`src/ald_pkg.sv`:
```
// shared types, constants and helpers of the adjacent line dedup core
package ald_pkg;

  localparam int LineBytes = 2048;
  localparam int KeyAddrW  = $clog2(LineBytes);
  localparam int KeyPosW   = $clog2(LineBytes + 1);

  localparam int ByteW     = 8;
  localparam int FieldsW   = 8;
  localparam int CharsW    = 12;
  localparam int CountW    = 16;
  localparam int CfgDataW  = 12;
  localparam int CfgIdxW   = 2;

  localparam logic [ByteW-1:0]  NlByte    = 8'd10;
  localparam logic [ByteW-1:0]  SpaceByte = 8'd32;
  localparam logic [ByteW-1:0]  TabByte   = 8'd9;
  localparam logic [CountW-1:0] CountMax  = {CountW{1'b1}};

  localparam int FifoDepth = 4;
  localparam int FifoPtrW  = $clog2(FifoDepth);
  localparam int FifoCntW  = $clog2(FifoDepth + 1);

  localparam logic [CfgIdxW-1:0] CfgSkipFields = 2'd0;
  localparam logic [CfgIdxW-1:0] CfgSkipChars  = 2'd1;
  localparam logic [CfgIdxW-1:0] CfgMode       = 2'd2;

  typedef enum logic [1:0] {
    ModeAll      = 2'd0,
    ModeCount    = 2'd1,
    ModeRepeated = 2'd2,
    ModeUnique   = 2'd3
  } mode_e;

  // request from the group logic to the key unit
  typedef struct packed {
    logic             take;
    logic             end_line;
    logic             flush;
    logic [ByteW-1:0] data;
  } key_cmd_t;

  // line status seen by the group logic
  typedef struct packed {
    logic differs;
    logic pending;
  } key_stat_t;

  typedef struct packed {
    logic              last;
    logic [CountW-1:0] count;
    logic              cprint;
    logic              cvalid;
    logic              starts;
  } result_t;

  function automatic logic passes(mode_e mode, logic [CountW-1:0] count);
    logic ok;
    unique case (mode)
      ModeRepeated: ok = (count > CountW'(1));
      ModeUnique:   ok = (count == CountW'(1));
      default:      ok = 1'b1;
    endcase
    return ok;
  endfunction

endpackage

```
`src/ald_out_fifo.sv`:
```
// small result queue taking up to two results per cycle
module ald_out_fifo (
  input  logic              clk_i,
  input  logic              rst_ni,
  input  logic [1:0]        push_cnt_i,
  input  ald_pkg::result_t  res0_i,
  input  ald_pkg::result_t  res1_i,
  input  logic              pop_i,
  output ald_pkg::result_t  head_o,
  output logic              valid_o,
  output logic              room_o
);
  import ald_pkg::*;

  result_t             mem_q [FifoDepth];
  logic [FifoPtrW-1:0] wr_q, rd_q, wr_next;
  logic [FifoCntW-1:0] cnt_q, cnt_d;
  logic                pop;

  assign valid_o = (cnt_q != '0);
  assign room_o  = (cnt_q <= FifoCntW'(FifoDepth - 2));
  assign head_o  = mem_q[rd_q];
  assign pop     = pop_i && valid_o;
  assign wr_next = wr_q + FifoPtrW'(1);
  assign cnt_d   = cnt_q + FifoCntW'(push_cnt_i) - FifoCntW'(pop);

  always_ff @(posedge clk_i) begin
    if (push_cnt_i != 2'd0) begin
      mem_q[wr_q] <= res0_i;
    end
    if (push_cnt_i == 2'd2) begin
      mem_q[wr_next] <= res1_i;
    end
  end

  always_ff @(posedge clk_i or negedge rst_ni) begin
    if (!rst_ni) begin
      wr_q  <= '0;
      rd_q  <= '0;
      cnt_q <= '0;
    end else begin
      wr_q  <= wr_q + FifoPtrW'(push_cnt_i);
      rd_q  <= rd_q + FifoPtrW'(pop);
      cnt_q <= cnt_d;
    end
  end

endmodule

```
`config.mk`:
```
export PLATFORM = sky130hd
export DESIGN_NAME = ald_out_fifo
export DESIGN_NICKNAME = d
export VERILOG_FILES = /design/src/ald_pkg.sv /design/src/ald_out_fifo.sv
export SDC_FILE = /design/constraint.sdc
export NUM_CORES = 1
export LEC_CHECK = 0
export BUFFER_PORTS_ARGS = -buffer_cell sky130_fd_sc_hd__buf_2
export CAP_MARGIN = 20
export CORE_MARGIN = 4
export CORE_UTILIZATION = 40
export CTS_CLUSTER_DIAMETER = 40
export DETAILED_ROUTE_END_ITERATION = 6
export MAX_ROUTING_LAYER = met4
export PLACE_DENSITY_LB_ADDON = 0.08
export SYNTH_ARGS = -nofsm -noshare
export SYNTH_HDL_FRONTEND = slang
export SYNTH_SLANG_ARGS = --single-unit
export TNS_END_PERCENT = 50
```
`constraint.sdc`:
```
create_clock -name clk_i -period 2.94 [get_ports clk_i]
set_input_delay 0.294 -clock clk_i [delete_from_list [all_inputs] [get_ports clk_i]]
set_output_delay 0.294 -clock clk_i [all_outputs]
set_load 0.1 [all_outputs]
```
Yosys cells after proc, flatten, opt, wreduce, memory -nomap -nowiden
Memories as Yosys holds them, arrays and structs flattened.
Index checks and enable logic that the tools add are counted.
{ "classes": {"n_lt_le_gt_ge": 1, "add_sub_neg": 5, "n_mux": 4, "n_reduce_logical": 3, "eq_ne": 1} }
{ "op_table": {"columns": ["operator", "count"], "rows": [
  ["$mux 1", 4],
  ["$add 3x2->3", 1],
  ["$le 3x2->1 const B", 1],
  ["$reduce_bool 3->1", 1],
  ["$sub 3x1->3", 1],
  ["$add 2x1->2", 1],
  ["$add 2x1->2 const B", 1],
  ["$add 2x2->2", 1],
  ["$eq 2x2->1 const B", 1],
  ["$reduce_bool 2->1", 1],
  ["$logic_and 1x1->1", 1]
]} }
{ "totals": {"ramBits": 80, "in_bits": 45, "memories": 1, "word_cells": 18, "out_inout_bits": 22, "reg_bits": 7} }
{ "memory_table": {"columns": ["name", "depth", "width", "rd", "rd_clocked_by_memory_dff", "wr", "line", "rtl"], "rows": [
  ["mem_q", 4, 20, 1, 0, 2, "ald_out_fifo.sv:15", "result_t mem_q [FifoDepth];"]
]} }

Logic depth before layout (Yosys ltp)
{ "depth": {"word_depth": 3, "depth_mapped": 7, "ltp_nobuf": 7} }

Least setup slack after synthesis
Ideal clock, no wire load.
{ "synth_timing": {"kind": "register to register", "from": "reg wr_q[1]", "to": "mem mem_q[0][0] (netlist name), enable pin", "n_path_buf": 1, "setup_time_ns": 0.428, "period_less_slack_ns": 2.532, "setup_slack_ns": 0.408, "arrival_ns": 2.104, "stages_incl_launch_ff": 3, "cell_sequence": "dfrtp_1 -> buf_2 -> o31ai_1"} }
{ "synth_rtl": {"columns": ["element", "line", "rtl"], "rows": [
  ["from (decl)", "ald_out_fifo.sv:16", "logic [FifoPtrW-1:0] wr_q, rd_q, wr_next;"],
  ["from (signal assigned)", "ald_out_fifo.sv:42", "wr_q <= wr_q + FifoPtrW'(push_cnt_i);"],
  ["to (decl)", "ald_out_fifo.sv:15", null]
]} }

==> Flow_metrics.wiki <==
{| class="wikitable"
! Metric !! Value
|-
| Final core utilization || 0.4843
|-
| Relative slew margins || 0.5234
|-
| # rows || 38
|-
| Category of the critical setup timing path || flip-flop to primary output
|-
| Buffer and inverter count on the worst path || 2
|-
| Share of the synthesized area in the top cell type || 0.5393
|-
| Count of warnings emitted by yosys || 0
|-
| Number of levels the H-tree was split into || 3
|-
| Dominant register cell in the synthesized netlist || sky130_fd_sc_hd__edfxtp_1
|-
| Via total after detailed routing || 2394
|-
| TritonCTS clock tree || built
|-
| Area of the placeable core || 10890 µm²
|-
| Hold violation count in the final report || 0
|-
| Arrival time reported for the critical path endpoint || 2.05 ns
|-
| Post-detailed-route via-to-cell ratio || 5.193
|-
| Insertion delay of the later-clocked pin in the worst-skew pair || 0.35 ns
|-
| Number of synthesized register bits || 87
|-
| Diode count || 0
|-
| Worst min-delay path category || input pin to flip-flop
|-
| Clock-pin transition on the worst setup and hold timing paths || 0.07 ns
|-
| DIE HEIGHT || 113.5 µm
|-
| Layout net count || 365
|-
| Number of placed I/O pins || 67
|-
| Initial cell density of the core || 0.4091
|-
| Cts bufs inserted || 9
|-
| Max-slew violations || 0
|-
| Crit-path slowest cell || sky130_fd_sc_hd__dfrtp_2
|-
| Post-CTS sizing || 0
|-
| Layout cells sized above 1 || 0.6355
|-
| Number of enable flip-flop cells after synthesis || 80
|-
| Number of library cell types mapped by synthesis || 30
|-
| Cells after DPL || 444
|-
| Overall overflow remaining after global route || 0
|-
| Category of the worst setup path capture point || primary output
|-
| Number of standard cells in the layout, taps in and fillers out || 461
|-
| Critical path startpoint category || flip-flop
|-
| Buffers added on ports || 66
|-
| Number of fill cells in the layout || 943
|-
| Max FO, Critical Path || 13
|-
| Family of cells with the greatest summed delay on the critical path || flip-flops
|-
| Worst stage delay on the critical path || 0.62 ns
|-
| Die Width || 113.5 µm
|-
| Max Clk Rate || 427.0 MHz
|-
| Global-route total usage across every layer || 0.1513
|-
| Mean routed wirelength per cell || 19.43 µm
|-
| Flop-to-flop setup slack || 0.88 ns
|-
| CTS Buffer Depth || 2
|-
| Layout-stage area growth over the synthesis result || 18.37%
|-
| Maximum number of pins on one net before global-route repair || 15
|-
| Violation count after the first detailed-routing iteration || 110
|-
| Number of global-route vias before repair || 2586
|-
| Worst path cell trace || buf_12, mux4_2, buf_2
|-
| Run status || finished, final reports clean
|-
| Required time of the critical path || 2.65 ns
|-
| Number of max-capacitance violations reported || 0
|-
| Number of instances in the synthesized netlist || 235
|-
| Total Neg Setup Slack || 0 ns
|-
| CTS sink count || 87
|-
| Mean area per synthesized cell || 18.95 µm²
|-
| Initial antenna violation count || 0
|-
| Antenna Violating Nets Remaining || 0
|-
| Share of the yosys chip area belonging to registers || 0.5787
|-
| Share of the clock period used by the worst path || 0.7965
|-
| TritonRoute pass-1 iters || 4
|-
| HPWL Detailed || 6.223 mm
|-
| Final GP Congestion || 0.6866
|-
| Actual slew at the worst max-slew pin || 0.7149 ns
|-
| Combined area of the multi-input logic cells || 1785 µm²
|-
| Biggest area contributors in the synthesized netlist || sky130_fd_sc_hd__edfxtp_1 54%, sky130_fd_sc_hd__mux2_4 13%, sky130_fd_sc_hd__mux2_2 10%, sky130_fd_sc_hd__mux4_2 10%, sky130_fd_sc_hd__dfrtp_1 3.9%
|-
| Die ar. || 12890 µm²
|-
| Clock Tree Root || sky130_fd_sc_hd__clkbuf_8
|-
| Leading area contributor after synthesis || sky130_fd_sc_hd__edfxtp_1
|-
| DRC errors left || 0
|-
| Asr flop ratio synth || 0.08046
|-
| Worst Skew || 0.01136 ns
|-
| Routed Wire Length || 8.956 mm
|-
| Area used by sequential logic in the layout || 2579 µm²
|-
| Clock period minus final worst setup slack || 2.342 ns
|-
| Global-route wire length before repair || 14.11 mm
|-
| Synthesized net count || 284
|-
| Syn Std Cell Area || 4454 µm²
|-
| Total setup violations reported at the end of the flow || 0
|-
| Unrepaired setup endpoints after global routing || no
|}
flip-flops by register name, indices dropped and copies added, names as in the netlist:
signal,count
mem_q,80
cnt_q,3
rd_q,2
wr_q,2
final timing paths:
check / start / endpoint / depth (start not counted)
max: rd_q[0] / head_o[19] / 3
min: pop_i / rd_q[0] / 3
max reg2reg: wr_q[1] / mem_q[1][17] / 3
min reg2reg: cnt_q[2] / cnt_q[2] / 1
max in group asynchronous: rst_ni / rd_q[0] / 2
min in group asynchronous: rst_ni / cnt_q[0] / 2
layer usage:
metal,vias to the layer above,share of wire,GRT usage
met4,0,0.019,0.06010
met5,-,0,-
li1,1109,-,-
met3,16,0.031,0.02546
met2,53,0.50,0.2383
met1,1216,0.45,0.1965
worst reg2reg max path: stages, from the launching register on:
cell and delay (ns):
sky130_fd_sc_hd__dfrtp_1 0.52, sky130_fd_sc_hd__nor4b_4 0.65, sky130_fd_sc_hd__buf_4 0.30, sky130_fd_sc_hd__mux2_2 0.35
Yosys cell counts, types with 2 or more instances:
| library cell | number |
|---|---|
| sky130_fd_sc_hd__buf_4 | 4 |
| sky130_fd_sc_hd__inv_1 | 4 |
| sky130_fd_sc_hd__o31ai_1 | 2 |
| sky130_fd_sc_hd__nand2b_1 | 2 |
| sky130_fd_sc_hd__nor2_1 | 4 |
| sky130_fd_sc_hd__mux4_2 | 20 |
| sky130_fd_sc_hd__mux2_4 | 39 |
| sky130_fd_sc_hd__ha_1 | 3 |
| sky130_fd_sc_hd__dfrtp_1 | 7 |
| sky130_fd_sc_hd__buf_2 | 5 |
| sky130_fd_sc_hd__mux2_2 | 40 |
| sky130_fd_sc_hd__xnor2_1 | 5 |
| sky130_fd_sc_hd__buf_6 | 4 |
| sky130_fd_sc_hd__edfxtp_1 | 80 |
cell families after synthesis:
kind of cell	Yosys count	share of synthesized area
XOR/XNOR	6	0.01180
AND/OR/NAND/NOR	12	0.01994
adder cells (fa/ha/maj)	4	0.01292
AO/OA/AOI/OAI	7	0.01151
multiplexers	101	0.3385
buffers and inverters	18	0.02668
flip-flops	87	0.5787
final cells by class:
cell class,instances,area share
clock buffers,10,0.02420
inverters,4,0.002848
repair buffers,84,0.09587
multi-input cells,130,0.3386
flip-flops and latches,87,0.4891
well taps,140,0.03322
clock inverters,6,0.01614
per-stage QoR:
stage | setup slack (ns) | hold slack, ns | area (µm²)
after CTS | 0.5500 | 0.2234 | 5273
after global placement | 0.9162 | 0.1388 | 5050
after detailed placement | 0.8325 | 0.1417 | 5050
after floorplan | 0.4081 | -0.001591 | 4454
after global routing | 0.4774 | 0.2648 | 5273
final | 0.5982 | 0.2448 | 5273
placed cells by master (no fill, tap or decap), drive strengths merged, types with 2 or more instances in the layout:
cell type,Yosys,routed
buf,13,83
edfxtp,80,80
mux2,80,80
mux4,20,20
clkbuf,1,10
dfrtp,7,7
xnor2,5,5
inv,4,4
nor2,4,4
ha,3,3
clkinv,0,3
and4bb,2,2
nand2b,2,2
bufinv,0,2
o31ai,2,2
timing repair:
item                                   4_1_cts  5_1_grt
endpoints found under the hold margin        7        0
setup buffers                                0        0
hold buffers                                 1        0
Power is not shown: default switching activity piles up to over one toggle a cycle in this logic, so the estimate is an artifact.
